`src/sv/bpa_pkg.sv`:
```
// shared types, constants and defaults of the bitmap page allocator
`timescale 1ns / 1ps
package bpa_pkg;

  localparam int ADDR_W = 23;
  localparam int WORD_W = 32;
  localparam int DATA_W = 24;

  localparam int NUM_PAGES_DEF      = 2048;
  localparam int RESERVED_PAGES_DEF = 512;
  localparam int PAGE_SHIFT_DEF     = 12;

  localparam logic CMD_ALLOC = 1'b0;
  localparam logic CMD_FREE  = 1'b1;

  typedef enum logic [2:0] {
    ST_INIT,
    ST_IDLE,
    ST_MOD,
    ST_FRD,
    ST_FWR,
    ST_SCAN,
    ST_DONE
  } state_e;

  typedef struct packed {
    logic [ADDR_W-1:0] page_address;
    logic              alloc_failed;
  } res_t;

endpackage

```
`src/sv/bpa_bitmap.sv`:
```
// usage bitmap memory, one write port and one registered read port
`timescale 1ns / 1ps
module bpa_bitmap #(
  parameter int DEPTH = bpa_pkg::NUM_PAGES_DEF / bpa_pkg::WORD_W,
  parameter int AW    = $clog2(DEPTH)
) (
  input  logic                      clk_i,
  input  logic                      rd_en_i,
  input  logic [AW-1:0]             rd_addr_i,
  output logic [bpa_pkg::WORD_W-1:0] rd_data_o,
  input  logic                      wr_en_i,
  input  logic [AW-1:0]             wr_addr_i,
  input  logic [bpa_pkg::WORD_W-1:0] wr_data_i
);

  logic [bpa_pkg::WORD_W-1:0] mem [DEPTH];
  logic [bpa_pkg::WORD_W-1:0] rd_data_q;

  always_ff @(posedge clk_i) begin
    if (wr_en_i) begin
      mem[wr_addr_i] <= wr_data_i;
    end
    if (rd_en_i) begin
      rd_data_q <= mem[rd_addr_i];
    end
  end

  assign rd_data_o = rd_data_q;

endmodule

```
`src/sv/bpa_engine.sv`:
```
// sequencer with clearing pass, modulo step unit and word scan
`timescale 1ns / 1ps
module bpa_engine #(
  parameter int NUM_PAGES      = bpa_pkg::NUM_PAGES_DEF,
  parameter int RESERVED_PAGES = bpa_pkg::RESERVED_PAGES_DEF,
  parameter int PAGE_SHIFT     = bpa_pkg::PAGE_SHIFT_DEF,
  parameter int WORD_COUNT     = (NUM_PAGES + 31) / 32,
  parameter int WIW            = $clog2(WORD_COUNT)
) (
  input  logic                        clk_i,
  input  logic                        rst_ni,
  input  logic                        in_valid_i,
  output logic                        in_ready_o,
  input  logic                        in_cmd_i,
  input  logic [bpa_pkg::ADDR_W-1:0]  in_addr_i,
  output logic                        res_valid_o,
  input  logic                        res_ready_i,
  output bpa_pkg::res_t               res_o,
  output logic                        rd_en_o,
  output logic [WIW-1:0]              rd_addr_o,
  input  logic [bpa_pkg::WORD_W-1:0]  rd_data_i,
  output logic                        wr_en_o,
  output logic [WIW-1:0]              wr_addr_o,
  output logic [bpa_pkg::WORD_W-1:0]  wr_data_o
);

  localparam int FIRST      = (RESERVED_PAGES > NUM_PAGES) ? NUM_PAGES : RESERVED_PAGES;
  localparam bit ALL_RSV    = (FIRST == NUM_PAGES);
  localparam int FIRST_WORD = FIRST / 32;
  localparam int FIRST_BIT  = FIRST % 32;
  localparam int LAST_BITS  = NUM_PAGES - (WORD_COUNT - 1) * 32;
  localparam int RW         = $clog2(NUM_PAGES) + 1;
  localparam int PW         = bpa_pkg::ADDR_W - PAGE_SHIFT;
  localparam int CW         = 2;
  localparam int MUL_M      = (1 << PW) / NUM_PAGES;

  localparam logic [WIW:0]    FIRST_WORD_L = (WIW+1)'(FIRST_WORD);
  localparam logic [WIW:0]    WC_L         = (WIW+1)'(WORD_COUNT);
  localparam logic [WIW:0]    LAST_WORD_L  = (WIW+1)'(WORD_COUNT - 1);
  localparam logic [WIW:0]    ONE_W        = (WIW+1)'(1);
  localparam logic [RW-1:0]   NP_L         = RW'(NUM_PAGES);
  localparam logic [PW-1:0]   NP_P         = PW'(NUM_PAGES);
  localparam logic [2*PW-1:0] MUL_M_L      = (2*PW)'(MUL_M);
  localparam logic [CW-1:0]   MOD_QUO      = 2'd0;
  localparam logic [CW-1:0]   MOD_SUB      = 2'd1;
  localparam logic [CW-1:0]   MOD_FIX      = 2'd2;
  localparam logic [CW-1:0]   ONE_C        = 2'd1;
  localparam logic [63:0]     LO_FULL      = (64'd1 << FIRST_BIT) - 64'd1;
  localparam logic [63:0]     HI_FULL      = (64'd1 << LAST_BITS) - 64'd1;
  localparam logic [31:0]     LO_MASK      = LO_FULL[31:0];
  localparam logic [31:0]     HI_MASK      = ~HI_FULL[31:0];

  function automatic logic [4:0] lowest_zero(input logic [31:0] w);
    logic [4:0] idx;
    idx = '0;
    for (int i = 31; i >= 0; i--) begin
      if (!w[i]) begin
        idx = 5'(i);
      end
    end
    return idx;
  endfunction

  bpa_pkg::state_e state_q, state_d;
  logic [WIW:0]    init_q, init_d;
  logic [WIW:0]    scan_q, scan_d;
  logic [WIW:0]    chk_word_q, chk_word_d;
  logic            chk_vld_q, chk_vld_d;
  logic [PW-1:0]   pg_q, pg_d;
  logic [PW-1:0]   quo_q, quo_d;
  logic [RW-1:0]   rem_q, rem_d;
  logic [CW-1:0]   cnt_q, cnt_d;
  bpa_pkg::res_t   res_q, res_d;

  logic [2*PW-1:0] prod;
  logic [PW-1:0]   qnp;
  logic [PW-1:0]   diff;
  logic [31:0]     masked;
  logic            chk_first, chk_last, hit;
  logic [4:0]      zero_idx;
  logic [31:0]     page_full;
  logic [WIW-1:0]  rem_word;
  logic [4:0]      rem_bit;
  logic [31:0]     init_word;

  // quotient estimate by reciprocal multiply, low by at most one
  assign prod      = {{PW{1'b0}}, pg_q} * MUL_M_L;
  assign qnp       = quo_q * NP_P;
  assign diff      = pg_q - qnp;
  assign chk_first = (chk_word_q == FIRST_WORD_L);
  assign chk_last  = (chk_word_q == LAST_WORD_L);
  assign masked    = rd_data_i | (chk_first ? LO_MASK : 32'd0) | (chk_last ? HI_MASK : 32'd0);
  assign hit       = (masked != '1);
  assign zero_idx  = lowest_zero(masked);
  assign page_full = 32'({chk_word_q[WIW-1:0], zero_idx}) << PAGE_SHIFT;
  assign rem_word  = rem_q[WIW+4:5];
  assign rem_bit   = rem_q[4:0];

  always_comb begin
    if (init_q < FIRST_WORD_L) begin
      init_word = '1;
    end else if (init_q == FIRST_WORD_L) begin
      init_word = LO_MASK;
    end else begin
      init_word = '0;
    end
  end

  // next state
  always_comb begin
    state_d = state_q;
    case (state_q)
      bpa_pkg::ST_INIT: begin
        if (init_q == LAST_WORD_L) state_d = bpa_pkg::ST_IDLE;
      end
      bpa_pkg::ST_IDLE: begin
        if (in_valid_i) begin
          if (in_cmd_i == bpa_pkg::CMD_FREE) begin
            state_d = bpa_pkg::ST_MOD;
          end else if (ALL_RSV) begin
            state_d = bpa_pkg::ST_DONE;
          end else begin
            state_d = bpa_pkg::ST_SCAN;
          end
        end
      end
      bpa_pkg::ST_MOD: begin
        if (cnt_q == MOD_FIX) state_d = bpa_pkg::ST_FRD;
      end
      bpa_pkg::ST_FRD: state_d = bpa_pkg::ST_FWR;
      bpa_pkg::ST_FWR: state_d = bpa_pkg::ST_DONE;
      bpa_pkg::ST_SCAN: begin
        if (chk_vld_q && (hit || chk_last)) state_d = bpa_pkg::ST_DONE;
      end
      bpa_pkg::ST_DONE: begin
        if (res_ready_i) state_d = bpa_pkg::ST_IDLE;
      end
      default: state_d = bpa_pkg::ST_INIT;
    endcase
  end

  // outputs and datapath
  always_comb begin
    in_ready_o  = 1'b0;
    res_valid_o = 1'b0;
    rd_en_o     = 1'b0;
    rd_addr_o   = scan_q[WIW-1:0];
    wr_en_o     = 1'b0;
    wr_addr_o   = init_q[WIW-1:0];
    wr_data_o   = init_word;
    init_d      = init_q;
    scan_d      = scan_q;
    chk_word_d  = scan_q;
    chk_vld_d   = 1'b0;
    pg_d        = pg_q;
    quo_d       = quo_q;
    rem_d       = rem_q;
    cnt_d       = cnt_q;
    res_d       = res_q;
    case (state_q)
      bpa_pkg::ST_INIT: begin
        wr_en_o = 1'b1;
        init_d  = init_q + ONE_W;
      end
      bpa_pkg::ST_IDLE: begin
        in_ready_o = 1'b1;
        if (in_valid_i) begin
          pg_d   = in_addr_i[bpa_pkg::ADDR_W-1:PAGE_SHIFT];
          rem_d  = '0;
          cnt_d  = MOD_QUO;
          scan_d = FIRST_WORD_L;
          res_d.page_address = '0;
          res_d.alloc_failed = (in_cmd_i == bpa_pkg::CMD_ALLOC) && ALL_RSV;
        end
      end
      bpa_pkg::ST_MOD: begin
        cnt_d = cnt_q + ONE_C;
        case (cnt_q)
          MOD_QUO: quo_d = prod[2*PW-1:PW];
          MOD_SUB: rem_d = RW'(diff);
          default: rem_d = (rem_q >= NP_L) ? rem_q - NP_L : rem_q;
        endcase
      end
      bpa_pkg::ST_FRD: begin
        rd_en_o   = 1'b1;
        rd_addr_o = rem_word;
      end
      bpa_pkg::ST_FWR: begin
        wr_en_o   = 1'b1;
        wr_addr_o = rem_word;
        wr_data_o = rd_data_i & ~(32'd1 << rem_bit);
      end
      bpa_pkg::ST_SCAN: begin
        rd_en_o   = (scan_q < WC_L) && !(chk_vld_q && hit);
        scan_d    = scan_q + (WIW+1)'(rd_en_o);
        chk_vld_d = rd_en_o;
        if (chk_vld_q && hit) begin
          wr_en_o   = 1'b1;
          wr_addr_o = chk_word_q[WIW-1:0];
          wr_data_o = rd_data_i | (32'd1 << zero_idx);
          res_d.page_address = page_full[bpa_pkg::ADDR_W-1:0];
          res_d.alloc_failed = 1'b0;
        end else if (chk_vld_q && chk_last) begin
          res_d.page_address = '0;
          res_d.alloc_failed = 1'b1;
        end
      end
      bpa_pkg::ST_DONE: begin
        res_valid_o = 1'b1;
      end
      default: ;
    endcase
  end

  assign res_o = res_q;

  always_ff @(posedge clk_i or negedge rst_ni) begin
    if (!rst_ni) begin
      state_q   <= bpa_pkg::ST_INIT;
      init_q    <= '0;
      chk_vld_q <= 1'b0;
    end else begin
      state_q   <= state_d;
      init_q    <= init_d;
      chk_vld_q <= chk_vld_d;
    end
  end

  always_ff @(posedge clk_i) begin
    scan_q     <= scan_d;
    chk_word_q <= chk_word_d;
    pg_q       <= pg_d;
    quo_q      <= quo_d;
    rem_q      <= rem_d;
    cnt_q      <= cnt_d;
    res_q      <= res_d;
  end

endmodule

```
`src/sv/bitmap_page_allocator.sv`:
```
// bitmap page allocator: first-fit page frame allocation and release over a usage bitmap
//
// one request per transaction on the s_axis channel: tuser is cmd (0 allocate, 1 free),
// tdata[22:0] is release_address. each request gives exactly one transaction on m_axis:
// tdata[22:0] is page_address, tuser is alloc_failed.
// after reset a clearing pass writes the initial bitmap, one 32-bit word per cycle,
// all ceil(NUM_PAGES/32) words (64 at the defaults), during which s_axis_tready is low.
// requests are handled one at a time by a sequencer around one bitmap memory with one
// read and one write port. allocate: the request is taken, then bitmap words are scanned
// from the first non-reserved word until a free page is found or the last word is checked,
// and the result is loaded into the output. free: the request is taken, the page number
// is reduced modulo NUM_PAGES (reciprocal multiply, multiply and subtract, one correcting
// subtract), one read and one write of the bitmap word, and the result loads the output.
// the result sits in an output register; a new request is accepted while it waits.
// when m_axis_tready stays low, a finished second result is held inside until the
// register drains, and no further request is taken meanwhile.
`timescale 1ns / 1ps
module bitmap_page_allocator #(
  parameter int NUM_PAGES      = bpa_pkg::NUM_PAGES_DEF,
  parameter int RESERVED_PAGES = bpa_pkg::RESERVED_PAGES_DEF,
  parameter int PAGE_SHIFT     = bpa_pkg::PAGE_SHIFT_DEF
) (
  input  logic                       clk_i,
  input  logic                       rst_ni,
  input  logic                       s_axis_tvalid,
  output logic                       s_axis_tready,
  input  logic [bpa_pkg::DATA_W-1:0] s_axis_tdata,  // release_address, pad
  input  logic                       s_axis_tuser,  // cmd
  output logic                       m_axis_tvalid,
  input  logic                       m_axis_tready,
  output logic [bpa_pkg::DATA_W-1:0] m_axis_tdata,  // page_address, pad
  output logic                       m_axis_tuser   // alloc_failed
);

  localparam int WORD_COUNT = (NUM_PAGES + 31) / 32;
  localparam int WIW        = $clog2(WORD_COUNT);

  logic                       res_valid, res_ready;
  bpa_pkg::res_t              res;
  logic                       rd_en, wr_en;
  logic [WIW-1:0]             rd_addr, wr_addr;
  logic [bpa_pkg::WORD_W-1:0] rd_data, wr_data;
  logic                       out_valid_q, out_valid_d;
  bpa_pkg::res_t              out_q, out_d;

  bpa_engine #(
    .NUM_PAGES      (NUM_PAGES),
    .RESERVED_PAGES (RESERVED_PAGES),
    .PAGE_SHIFT     (PAGE_SHIFT),
    .WORD_COUNT     (WORD_COUNT),
    .WIW            (WIW)
  ) u_engine (
    .clk_i       (clk_i),
    .rst_ni      (rst_ni),
    .in_valid_i  (s_axis_tvalid),
    .in_ready_o  (s_axis_tready),
    .in_cmd_i    (s_axis_tuser),
    .in_addr_i   (s_axis_tdata[bpa_pkg::ADDR_W-1:0]),
    .res_valid_o (res_valid),
    .res_ready_i (res_ready),
    .res_o       (res),
    .rd_en_o     (rd_en),
    .rd_addr_o   (rd_addr),
    .rd_data_i   (rd_data),
    .wr_en_o     (wr_en),
    .wr_addr_o   (wr_addr),
    .wr_data_o   (wr_data)
  );

  bpa_bitmap #(
    .DEPTH (WORD_COUNT),
    .AW    (WIW)
  ) u_bitmap (
    .clk_i     (clk_i),
    .rd_en_i   (rd_en),
    .rd_addr_i (rd_addr),
    .rd_data_o (rd_data),
    .wr_en_i   (wr_en),
    .wr_addr_i (wr_addr),
    .wr_data_i (wr_data)
  );

  assign res_ready = !out_valid_q || m_axis_tready;

  always_comb begin
    out_valid_d = out_valid_q;
    out_d       = out_q;
    if (res_ready) begin
      out_valid_d = res_valid;
      out_d       = res;
    end
  end

  always_ff @(posedge clk_i or negedge rst_ni) begin
    if (!rst_ni) begin
      out_valid_q <= 1'b0;
    end else begin
      out_valid_q <= out_valid_d;
    end
  end

  always_ff @(posedge clk_i) begin
    out_q <= out_d;
  end

  assign m_axis_tvalid = out_valid_q;
  assign m_axis_tdata  = {{(bpa_pkg::DATA_W - bpa_pkg::ADDR_W){1'b0}}, out_q.page_address};
  assign m_axis_tuser  = out_q.alloc_failed;

endmodule
```
`config.mk`:
```
export PLATFORM = sky130hd
export DESIGN_NAME = bitmap_page_allocator
export DESIGN_NICKNAME = d
export VERILOG_FILES = /design/src/sv/bpa_pkg.sv /design/src/sv/bpa_bitmap.sv /design/src/sv/bpa_engine.sv /design/src/sv/bitmap_page_allocator.sv
export SDC_FILE = /design/constraint.sdc
export NUM_CORES = 2
export LEC_CHECK = 0
export ABC_AREA = 1
export BUFFER_PORTS_ARGS = -buffer_cell sky130_fd_sc_hd__buf_2
export CAP_MARGIN = 30
export CORE_ASPECT_RATIO = 0.9
export CORE_MARGIN = 2
export CORE_UTILIZATION = 45
export CTS_BUF_LIST = sky130_fd_sc_hd__clkbuf_2 sky130_fd_sc_hd__clkbuf_4 sky130_fd_sc_hd__clkbuf_8
export CTS_CLUSTER_DIAMETER = 60
export DETAILED_ROUTE_END_ITERATION = 8
export GPL_TIMING_DRIVEN = 0
export SETUP_SLACK_MARGIN = 0.05
export SYNTH_ARGS = -nofsm -noshare
export SYNTH_HDL_FRONTEND = slang
export SYNTH_SLANG_ARGS = --single-unit
```
`constraint.sdc`:
```
create_clock -name clk_i -period 5.9 [get_ports clk_i]
set_input_delay 0.295 -clock clk_i [delete_from_list [all_inputs] [get_ports clk_i]]
set_output_delay 0.295 -clock clk_i [all_outputs]
set_load 0.02 [all_outputs]
```
[Word level (Yosys, flattened, before mapping)]
Memory sizes are Yosys's and may differ from the RTL's. A register that Yosys moved wholly into a read port is not among the register bits.
Index checks and enable logic that the tools add are counted.
Operators by class
  muxes and demuxes: 65
  add/subtract/negate cells: 4
  magnitude comparators: 3
  reduce and logical (&&, ||, !) cells: 19
  equal/unequal tests: 19
  shift-type cells: 2
  bitwise gates (word level): 3
Operator list (count)
  $mux 5: 32
  $mux 24: 3
  $mux 32: 2
  $pmux 32 s2: 1
  $shl 1x5->32 const A: 2
  $pmux 12 s2: 2
  $pmux 24 s2: 1
  $and 32x32->32: 1
  $ne 32x32->1 const B: 1
  $not 32->32: 1
  $or 32x32->32: 1
  $mux 12: 2
  $pmux 3 s7: 1
  $mux 3: 6
  $eq 7x6->1 const B: 2
  $pmux 7 s2: 1
  $ge 12x12->1 const B: 1
  $mux 6: 2
  $pmux 6 s2: 1
  $sub 12x12->12 const B: 1
  $eq 3x3->1 const B: 3
  $add 7x1->7: 1
  $add 7x1->7 const B: 1
  $lt 7x5->1 const B: 1
  25 further kinds: 45
Storage, ports and cells
  register bits: 99
  memories kept: 1
  word-level logic and storage cells: 129
  output and inout port bits: 27
  RAM bits: 2048
Memory list
  u_bitmap.mem: words 64, bits a word 32, rd ports 1, clocked after memory_dff 1, write ports 1, line bpa_bitmap.sv:16  | logic [bpa_pkg::WORD_W-1:0] mem [DEPTH];

[Longest topological paths before layout]
  depth in word-level cells: 36
  mapped depth: 37

[By module]
Synthesis repeated with hierarchy kept, for this count alone.
Second synthesis, totals
  cells, all modules: 7402
  area, all modules: 88233.4 um^2
Modules (own cells, without submodules)
  bpa_bitmap: cells each 6769, sequential area each 62459.9 um^2, area each 83058.4 um^2, instances 1
  bpa_engine: cells each 602, sequential area each 1736.7 um^2, area each 4398.0 um^2, instances 1
  bitmap_page_allocator: cells each 31, sequential area each 745.7 um^2, area each 777.0 um^2, instances 1

[Least setup slack after synthesis]
No wires, ideal clock.
  path kind: register -> register
  start: register u_bitmap.rd_data_q (netlist bit u_bitmap.rd_data_o[28]) (read register of u_bitmap.mem)
  end: memory u_bitmap.mem[32][0] (netlist bit) (enable)
  arrival time: 4.968 ns
  setup time: 0.502 ns
  path buffers: 0
  stages on the path, launching flop included: 17
  path slack: 0.431 ns
  data required time: 5.398 ns
  cells stage by stage: edfxtp_1 > inv_1 > nor4_1 > inv_1 > nor2_1 > nand4_1 > nand2_1 > inv_1 > nor2_2 > inv_1 > nand2_2 > nand2_1 > o21ai_0 > nor2_1 > nor2_1 > nand3_2 > nor4_1
On the way
  cells in the longest elaborated chain, start to end: 6
Ends and longest elaborated chain
  from (decl): line bpa_bitmap.sv:17  | logic [bpa_pkg::WORD_W-1:0] rd_data_q;
  $ne 32x32->1 *: line bpa_engine.sv:93  | assign hit = (masked != '1);
  $logic_and 1x1->1 *: line bpa_engine.sv:197  | if (chk_vld_q && hit) begin
  $mux 1: line bpa_engine.sv:197
  $pmux 1 s2: line bpa_engine.sv:160  | case (state_q)
  $mux 1: line bpa_bitmap.sv:20  | if (wr_en_i) begin
  $mux 1 (not written as such): line bpa_bitmap.sv:21  | mem[wr_addr_i] <= wr_data_i;
  to (decl): line bpa_bitmap.sv:16
Every way passes the cells marked *; elsewhere a longest branch is shown, timed or not.

[Worst setup path after layout]
  start: register u_engine.state_q[1]
  end: register u_bitmap.rd_data_q (netlist bit u_bitmap.rd_data_o[13]) (read register of u_bitmap.mem) (data pin)
On the way
  cells in the longest elaborated chain, start to end: 2
Ends and longest elaborated chain
  from (decl): line bpa_engine.sv:64  | bpa_pkg::state_e state_q, state_d;
  from (signal assigned): line bpa_engine.sv:219  | state_q <= bpa_pkg::ST_INIT;
  from (signal assigned): line bpa_engine.sv:223  | state_q <= state_d;
  $eq 3x3->1 / $eq 3x2->1 (equally long branches): line bpa_engine.sv:160
  $pmux 1 s2 / $mux 6 (equally long branches): line bpa_engine.sv:160
Parallel ways exist; a longest one is shown, timed or not.
A chain may end at the register's enable or synchronous reset.

==> impl_metrics.ini <==
[place]
place.gp.congestion = 1.08
place.detailed.hpwl_microns = 246000
dpl-instance-area_sq_um = 92900
place.port_buffers = 29

[clock_tree]
ctsHtreeMaxLevel = 5
root_buffer = sky130_fd_sc_hd__clkbuf_8
clkLatencyLatePin_ns = 1.09
cts_resized = 0
clk_transition_reported_paths_ns = 0.06
clock_sinks = 2155
cts_tree = yes
inserted_clock_buffers = 356
clockBufferDepth = 4

[die]
core_sq_um = 188000
io_pins = 56
core.rowCount = 151
die_area_sq_um = 193000
die_height_microns = 417
floorplan.initialDensity_pct = 45.4
die_w_microns = 463

[cells_and_area]
layout_common_cells = sky130_fd_sc_hd__edfxtp_1, sky130_fd_sc_hd__nor2_1, sky130_fd_sc_hd__o21ai_0
most_common_cell_after_layout_fill_and_taps_aside = sky130_fd_sc_hd__edfxtp_1
nFillCells = 16010
layout-drive-gt1-share_pct = 13.0
areaGrowthSynthToFinish_pct = 17.2
fin_nets = 7258
finalInstanceArea_sq_um = 100000

[worst_setup_path]
worst-endpoint-arrival_ns = 6.62
critPathKind = register to register
required_ns = 6.67
critPathMaxStageDelay_ns = 0.89
crit_path_buf_inv_count = 5
regToRegSetupSlack_ns = 0.05
crit_top_cell = sky130_fd_sc_hd__nand2_1
critPathTopFamily = compound AO/OA/AOI/OAI gates
r2r-start = u_engine.state_q[1]$_DFFE_PN0P_
r2r-end = u_bitmap.rd_data_o[13]$_DFFE_PP_
critical_path.cell_chain = inv_2 > nor3_2 > nand2_1 > nand2_1 > clkinv_1 > clkbuf_1 > buf_8 > clkbuf_1 > o21ai_0 > o22ai_1 > o21ai_0 > o221ai_1 > nand3_1 > nand2_1
reg2reg_depth = 14
critical_path.slowest_cell = sky130_fd_sc_hd__o21ai_0
cp-start-kind = register
crit_path_end_kind = register
worstPathMaxFanout = 10

[synth]
count_of_yosys_warnings_during_synthesis = 0
count_of_flip_flops_with_a_built_in_enable_after_synthesis = 2136
synth_top_area_cell = sky130_fd_sc_hd__edfxtp_1
prevailing_post_synth_register_cell = sky130_fd_sc_hd__edfxtp_1
netlist_top_cells_area = sky130_fd_sc_hd__edfxtp_1, sky130_fd_sc_hd__o21ai_0, sky130_fd_sc_hd__nor2_1
netlist-cell-type-count = 46
synth.ff_latch_count = 2155
syn-instance-count = 6565
synth_seq_area_share_pct = 75.6
post_synth_instance_area_sq_um = 85400
avgSynthCellArea_sq_um = 13.0
async_reset_ff_share_pct = 0.557
yosys.area.top_type_share_pct = 75.1

[worst_hold_path]
hold_path_end = u_engine.state_q[1]$_DFFE_PN0P_
hold_start = s_axis_tuser
hold_path.class = input port to register
holdPathStages = 4

[routing]
via_per_inst = 6.37
finalWirelength_microns = 354000
routed-via-count = 63842
first_pass_iters = 8
first_iter_violations = 11248
route.antenna.remaining_nets = 0
avgRoutedWirePerCell_microns = 35.4
drcViolationCount = 0

[timing]
fmax_mhz = 171
rsz0062_at_grt = false
min_period_over_period_pct = 99.1
worstMarginPinSlew_ns = 1.29
fin_skew_ns = 0.0955
slew-limit-headroom_pct = 14.0
min_period_ns = 5.85
timing.setup.tns_ns = 0
report.final.setup_viol = 0
timing.final.hold_violations = 0
final-max-slew-violation-count = 0

[global_routing]
wire_length_of_the_first_global_routing_pass_microns = 475000
grt.overflow.total = 0
grt_antenna_before_repair = 31
aggregate_global_route_resource_usage_pct = 35.8
largest_net_degree_at_the_start_of_global_routing = 65
first_global_vias = 58162

[power_and_ir_drop]
power_density_nw_per_um2 = 618
post-layout-total-power_w = 0.0618
p_leak_nw = 31.6
ir_drop_mv = 0.420

[outcome]
status = complete, no violations

[run]
drv.max_cap_violation_count = 0
-- cell families (layout without fill, tap and decap cells) --
logic type / count (synthesis) / count (layout) / synth area share [%]
AOI/OAI and AO/OA: 2010 / 2010 / 13.2
DFF: 2155 / 2155 / 75.6
and+or+nand+nor: 1828 / 1828 / 8.47
other: 1 / 33 / 0.00439
buffers and inverters: 558 / 1456 / 2.59
xor gates and xnor gates: 7 / 7 / 0.0718
adders and majority gates: 6 / 6 / 0.0879
-- routing by layer --
layer,track usage [%],up-vias,wire length [microns]
li1,-,26013,-
met1,46.7,31756,129000
met2,51.5,5038,150000
met3,12.6,1021,49900
met4,21.4,14,25100
met5,0.522,-,437
-- cell type report --
class / count / area (sq um) / area share [%]
timing repair buffer: 288 / 3990 / 3.99
tap: 2524 / 3160 / 3.16
multi-input combinational: 3864 / 19400 / 19.4
clock buffer: 472 / 5820 / 5.82
sequential: 2155 / 64600 / 64.5
inverter: 79 / 298 / 0.298
buffer: 479 / 1920 / 1.92
antenna: 20 / 50.0 / 0.0500
clock inverter: 138 / 841 / 0.840
-- per-stage QoR --
step | util, % | hold slack (ns) | cells | worst slack (ns)
2_1_floorplan | - | -0.000591 | 6577 | 0.431
3_3_place_gp | 47.1 | 0.196 | 9130 | -7.23
3_5_place_dp | 49.3 | 0.197 | 9335 | 0.512
4_1_cts | 53.0 | 0.147 | 9974 | 0.446
5_1_grt | 53.1 | 0.207 | 10004 | 0.209
6_report | 53.1 | 0.209 | 10019 | 0.0507
-- Yosys cell counts (all sizes together), types with 2 or more instances --
master,count
dfrtp,12
nor4,4
nor3,20
ha,6
o21ai,1312
a31oi,19
o221ai,124
edfxtp,2136
o21bai,8
or2,7
xor2,2
nor2,1444
o22ai,512
nand2,194
o211ai,3
clkbuf,406
nand4,34
buf,73
clkinv,3
a21oi,25
nand3,124
inv,76
dfxtp,7
a311oi,2
xnor2,5
-- worst max path at each step --
stage | end | slack, ns | depth (start not counted) | from
2_1_floorplan | u_bitmap.mem[32][0]$_DFFE_PP_ | 0.43 | 16 | u_bitmap.rd_data_o[28]$_DFFE_PP_
3_3_place_gp | u_bitmap.mem[46][14]$_DFFE_PP_ | -7.23 | 33 | u_bitmap.rd_data_o[30]$_DFFE_PP_
3_5_place_dp | u_bitmap.rd_data_o[3]$_DFFE_PP_ | 0.51 | 15 | u_engine.state_q[0]$_DFFE_PN0P_
4_1_cts | u_bitmap.rd_data_o[3]$_DFFE_PP_ | 0.45 | 15 | u_engine.state_q[1]$_DFFE_PN0P_
5_1_grt | u_bitmap.mem[3][1]$_DFFE_PP_ | 0.21 | 16 | u_bitmap.rd_data_o[26]$_DFFE_PP_
6_report | u_bitmap.rd_data_o[13]$_DFFE_PP_ | 0.05 | 14 | u_engine.state_q[1]$_DFFE_PN0P_
-- report_power, final --
| part | internal (W) | switching, W |
|---|---|---|
| Sequential | 0.0211 | 0.000401 |
| Combinational | 0.00567 | 0.0218 |
| Clock | 0.00675 | 0.00610 |
| Total | 0.0336 | 0.0283 |
-- what timing repair did --
item                                   in CTS  in global routing
endpoints found under the hold margin      52                  0
setup buffers                               0                  0
hold buffers                               29                  0
-- tightest hold or removal path, cell delays in order --
cell,delay [ns]
sky130_fd_sc_hd__dlygate4sd3_1,0.53
sky130_fd_sc_hd__buf_2,0.13
sky130_fd_sc_hd__a2111oi_0,0.10
sky130_fd_sc_hd__a21oi_1,0.13
-- registers in the layout (all words and copies together) (netlist names) --
name / count
u_engine.init_q: 7
u_engine.state_q: 3
u_engine.cnt_q: 2
u_engine.res_o: 12
u_engine.rem_q: 12
u_engine.chk_vld_q: 1
m_axis_tuser: 1
u_engine.chk_word_q: 7
u_bitmap.mem: 2048
m_axis_tvalid: 1
u_engine.pg_q: 11
u_engine.chk_word_d: 7
u_bitmap.rd_data_o: 32
m_axis_tdata: 11
Note: power is estimated with default switching activity, not from simulation.
